File: config.mk
export PLATFORM = sky130hd
export DESIGN_NAME = gsm_ctrl
export DESIGN_NICKNAME = d
export VERILOG_FILES = /design/src/rtl/gsm_pkg.sv /design/src/rtl/gsm_ctrl.sv
export SDC_FILE = /design/constraint.sdc
export NUM_CORES = 1
export LEC_CHECK = 0
export BUFFER_PORTS_ARGS = -buffer_cell sky130_fd_sc_hd__buf_2
export CAP_MARGIN = 20
export CORE_AREA = 3 3 40 42
export CTS_BUF_LIST = sky130_fd_sc_hd__clkbuf_8
export CTS_CLUSTER_DIAMETER = 60
export CTS_CLUSTER_SIZE = 12
export DETAILED_ROUTE_END_ITERATION = 10
export DIE_AREA = 0 0 43 45
export SLEW_MARGIN = 15
export SYNTH_ARGS = -nofsm -noshare
export SYNTH_HDL_FRONTEND = slang
export SYNTH_SLANG_ARGS = --single-unit
File: constraint.sdc
create_clock -name clk_i -period 4.3 [get_ports clk_i]
set_clock_uncertainty 0.1 [all_clocks]
set_input_delay 0.43 -clock clk_i [delete_from_list [all_inputs] [get_ports clk_i]]
set_output_delay 0.43 -clock clk_i [all_outputs]
set_load 0.02 [all_outputs]
File: src/rtl/gsm_pkg.sv
package gsm_pkg;

  localparam int unsigned SLOT_COUNT = 64;
  localparam int unsigned ELEMENT_WIDTH = 32;

  localparam int unsigned IDX_W = $clog2(SLOT_COUNT);
  localparam int unsigned LINK_W = IDX_W + 1;
  localparam int unsigned STAMP_W = 32;
  localparam int unsigned CMD_W = 2;
  localparam int unsigned STATUS_W = 2;

  localparam logic [LINK_W-1:0] SLOT_END = LINK_W'(SLOT_COUNT);
  localparam logic [STAMP_W-1:0] STAMP_FREE = '1;

  typedef enum logic [CMD_W-1:0] {
    CMD_ADD    = 2'd0,
    CMD_REMOVE = 2'd1,
    CMD_GET    = 2'd2,
    CMD_NONE   = 2'd3
  } cmd_e;

  typedef enum logic [STATUS_W-1:0] {
    ST_OK        = 2'd0,
    ST_FULL      = 2'd1,
    ST_STALE     = 2'd2,
    ST_EXHAUSTED = 2'd3
  } status_e;

  // Strobes from the sequencer to the datapath
  typedef struct packed {
    logic capture;
    logic exec;
    logic finish;
    logic load_out;
  } gsm_cmd_t;

endpackage

File: src/rtl/gsm_ctrl.sv
module gsm_ctrl (
  input  logic              clk_i,
  input  logic              rst_ni,
  input  logic              in_valid_i,
  output logic              in_ready_o,
  output logic              out_valid_o,
  input  logic              out_ready_i,
  output gsm_pkg::gsm_cmd_t cmd_o
);

  typedef enum logic [3:0] {
    S_IDLE = 4'b0001,
    S_EXEC = 4'b0010,
    S_FIN  = 4'b0100,
    S_EMIT = 4'b1000
  } state_e;

  state_e state_q, state_d;
  logic   out_valid_q, out_valid_d;
  logic   out_free;

  assign out_free = !out_valid_q || out_ready_i;

  always_comb begin
    state_d       = state_q;
    cmd_o         = '0;
    out_valid_d   = out_valid_q;
    in_ready_o    = 1'b0;
    if (out_valid_q && out_ready_i) begin
      out_valid_d = 1'b0;
    end
    case (state_q)
      S_IDLE: begin
        in_ready_o    = 1'b1;
        cmd_o.capture = in_valid_i;
        if (in_valid_i) begin
          state_d = S_EXEC;
        end
      end
      S_EXEC: begin
        cmd_o.exec = 1'b1;
        state_d    = S_FIN;
      end
      S_FIN: begin
        cmd_o.finish = 1'b1;
        state_d      = S_EMIT;
      end
      S_EMIT: begin
        // Hold the result until the output register frees up
        if (out_free) begin
          cmd_o.load_out = 1'b1;
          out_valid_d    = 1'b1;
          state_d        = S_IDLE;
        end
      end
      default: begin
        state_d = S_IDLE;
      end
    endcase
  end

  always_ff @(posedge clk_i or negedge rst_ni) begin
    if (!rst_ni) begin
      state_q     <= S_IDLE;
      out_valid_q <= 1'b0;
    end else begin
      state_q     <= state_d;
      out_valid_q <= out_valid_d;
    end
  end

  assign out_valid_o = out_valid_q;

endmodule
Yosys cells after proc, flatten, opt, wreduce, memory -nomap -nowiden

Cells that the tools add are included.

Register bits after elaboration: 5
Input bits: 4
Output and inout bits: 6

Mux-type cells: 12
Equality and inequality tests: 6
Reduce and logical (&&, ||, !) cells: 4

Operator list:

| operator           | count |
|---|---|
| $pmux 4 s4         | 1 |
| $mux 1             | 9 |
| $mux 4             | 2 |
| $eq 4x1->1 const B | 1 |
| $eq 4x2->1 const B | 1 |
| $eq 4x3->1 const B | 1 |
| $eq 4x4->1 const B | 1 |
| $ne 2x2->1 const B | 2 |
| $reduce_and 2->1   | 1 |
| $logic_and 1x1->1  | 1 |
| $logic_not 1->1    | 1 |
| $logic_or 1x1->1   | 1 |

Depth between registers and ports, before layout

Depth after elaboration: 4
Depth in mapped cells: 3
Mapped depth without buffers: 3

Worst setup path after synthesis

Ideal clock, no wire load.

Path type: register -> output
Start: register state_q[0]
End: output cmd_o[3] (netlist bit)
Required time: 3.770 ns
Path slack: 2.045 ns
Arrival: 1.725 ns
Stages on the path, launching flop included: 3
Cell sequence: dfstp_2 nor4b_1 and2_1

RTL lines:

| what                   | RTL line       | RTL |
|---|---|---|
| from (decl)            | gsm_ctrl.sv:18 | `state_e state_q, state_d;` |
| from (signal assigned) | gsm_ctrl.sv:67 | `state_q <= state_d;` |
| to (decl)              | gsm_ctrl.sv:8  | `output gsm_pkg::gsm_cmd_t cmd_o` |

==> impl_metrics.toml <==
[cts]
cts_buffer_depth = 2
path_clk_slew_ns = 0.04
cts.htree.levels = 1
ctsResizeCount = 0
clockRootBuffer = "clkbuf_8"
cts_buffers = 3
tritoncts = "built"
clock_latency_ns = 0.22
cts.sinks = 5
postCtsSetupBuffers = 0

[power]
p_comb_share_pct = 30.8
clockPowerShare_pct = 35.4
leakage_uw = 0.000184
p_sw_uw = 81.5
seq_power_share_pct = 33.9
cell_internal_pwr_uw = 159
powerDensity_nw_per_um2 = 633
swShare_pct = 33.9
irDropWorstVdd_mv = 0.231

[timing]
period_needed_ns = 2.04
fin_tns_setup_ns = 0
finalHoldViolCount = 0
fmaxAchievable_ghz = 0.491
period_share_pct = 47.4
maxSlewHeadroom_pct = 72.0
worst_slew_pin_slew_ns = 0.414
setup_viol = 0
drv_slew = 0
grt_setup_unrepaired = "no"

[detailed_routing]
viasPerCell = 4.25
route.met3.wl_um = 73
drc_errors = 0
dr.pass1.iters = 2
wl_met2_um = 216
wl_met1_um = 258
num_vias = 225
wl_um = 559
top_layer = "met4"
wire_per_inst_um = 10.5
drt-initial-drc-count = 1
detail-route-antenna-nets = 0

[yosys]
synth.largest_area_cell = "dfrtp_1"
ys_seq_area_share_pct = 47.2
synth_compound_area_share_pct = 10.7
synthTopCellsByCount = "dfrtp_1 (4), and2_1 (2), nor2b_1 (2), nor3b_1 (2)"
synth_top_family_by_area = "simple AND/OR/NAND/NOR gates"
yosys.area_share.simple_pct = 39.3
synthFlopType = "dfrtp_1"
syn_nets = 29
synth.avg_cell_area_sq_um = 10.7
async_flop_share_pct = 100
ys_warn_count = 0
syn_area_sq_um = 268
synth_cells = 25
synth-edff-count = 0
yosysMostFrequentCell = "dfrtp_1"
yosys-top-cells-area = "dfrtp_1 (37%), dfstp_2 (9.8%), nor3b_1 (5.6%), or4b_4 (5.1%), and2_1 (4.7%)"
synth.top_cell.area_share_pct = 37.4
synth_xor_area_share_pct = 0
synthMuxAreaShare_pct = 0
ys_ff_latch = 5
ys_types = 19
synth-adder-area-share_pct = 0

[worst_setup_path]
required_ns = 3.77
path_max_fanout = 7
crit_path_start_kind = "register"
worst-setup-path-type = "register to primary output"
crit_path_end_kind = "primary output"
arrival_ns = 1.51

[floorplanning]
die_w_um = 43
die_y_um = 45
io_pins = 10
num_rows = 13
core_sq_um = 1280
die_area_sq_um = 1940
start_util_pct = 20.8

[grt]
grt_max_degree = 9
grt_pass1_vias = 235
grt_usage_pct = 7.79
overflow = 0
grt_pass1_wl_mm = 1.05
antenna_found_initial = 0

[final_layout]
nets = 43
num_antenna_cells = 0
area_growth_pct = 41.6
design_area_sq_um = 379
drive_above_1_share_pct = 36.8
nFillCells = 137

[min_path]
hold_path.class = "input pin to register"

[placement]
io_buffer_count = 9
gp_congestion = 0.747
place_hpwl_um = 417
placedInstanceArea_sq_um = 324

[outcome]
status = "finished, final reports clean"

[flow_run]
drv_cap = 0
-- state kept, by name, summed over array words and instances, names as in the netlist --
| register | flops |
|---|---|
| out_valid_o | 1 |
| state_q | 4 |
-- worst max-delay path, cell delays in order, from the launching register on --
cell	delay, ns
dfstp_2	0.57
nor4b_1	0.37
and2_1	0.19
buf_2	0.16
-- final cells by class --
class / count / area, sq um / share of cell area, %
Timing Repair Buffer: 10 / 55.1 / 14.5
Clock buffer: 3 / 41.3 / 10.9
Clock inverter: 1 / 3.75 / 0.990
Multi-Input combinational cell: 19 / 134 / 35.3
Sequential cell: 5 / 126 / 33.3
Tap cell: 15 / 18.8 / 4.95
-- cells by family after synthesis --
kind of cell | Yosys count
AO/OA/AOI/OAI | 4
AND/OR/NAND/NOR | 15
buffers and inverters | 1
flip-flops | 5
-- layout by cell type, fill, tap and decap left out --
| cell | instances |
|---|---|
| o21ai_0 | 1 |
| o22a_1 | 1 |
| buf_2 | 9 |
| dlygate4sd3_1 | 1 |
| nand2_1 | 1 |
| nand3b_1 | 1 |
| dfrtp_1 | 4 |
| clkbuf_8 | 3 |
| inv_1 | 1 |
| dfstp_2 | 1 |
| nor3b_1 | 2 |
| o31ai_1 | 1 |
| a211oi_1 | 1 |
| or4b_4 | 1 |
| and2_1 | 2 |
| nor3_1 | 1 |
| nor2b_1 | 2 |
| nor2_1 | 1 |
| nand2b_1 | 1 |
| nor4b_1 | 1 |
| and3b_1 | 1 |
| or2b_1 | 1 |
-- layer usage --
| metal | track usage, % | vias up |
|---|---|---|
| met5 | 0 | - |
| met4 | 5.42 | 0 |
| met3 | 5.18 | 2 |
| met2 | 8.68 | 12 |
| met1 | 10.3 | 95 |
| li1 | - | 116 |
-- stage by stage --
step	std cells	setup slack [ns]	total power, uW	hold slack [ns]	utilization, %
after floorplan	25	2.04	132	0.0344	-
after global placement	48	2.51	155	0.153	25.2
after detailed placement	48	2.49	155	0.152	25.2
after CTS	53	2.24	244	0.343	29.5
after global routing	53	2.18	258	0.374	29.5
final	53	2.26	240	0.347	29.5
-- power by group through the flow --
stage,combinational (uW),sequential [uW],clock (uW)
2_1_floorplan,54.8,77.5,0
3_3_place_gp,73.6,81.5,0
3_5_place_dp,74.0,81.4,0
4_1_cts,75.1,80.8,88.2
5_1_grt,80.6,85.7,91.9
6_report,73.8,81.3,84.9
-- path summary, 6_finish.rpt --
path                             start          end  slack (ns)  cells past startpoint
max                         state_q[0]     cmd_o[3]        2.26                      3
min                         in_valid_i   state_q[1]        0.35                      2
max reg2reg                 state_q[2]   state_q[0]        2.92                      2
min reg2reg                out_valid_o  out_valid_o        0.43                      2
max in group asynchronous       rst_ni   state_q[0]        3.42                      2
min in group asynchronous       rst_ni   state_q[1]        0.46                      2
-- timing repair --
item | CTS | global route
endpoints found under the setup margin | 0 | 0
hold buffers | 1 | 0
hold endpoints to repair | 4 | 0
Note: power is estimated with default switching activity, not from simulation.
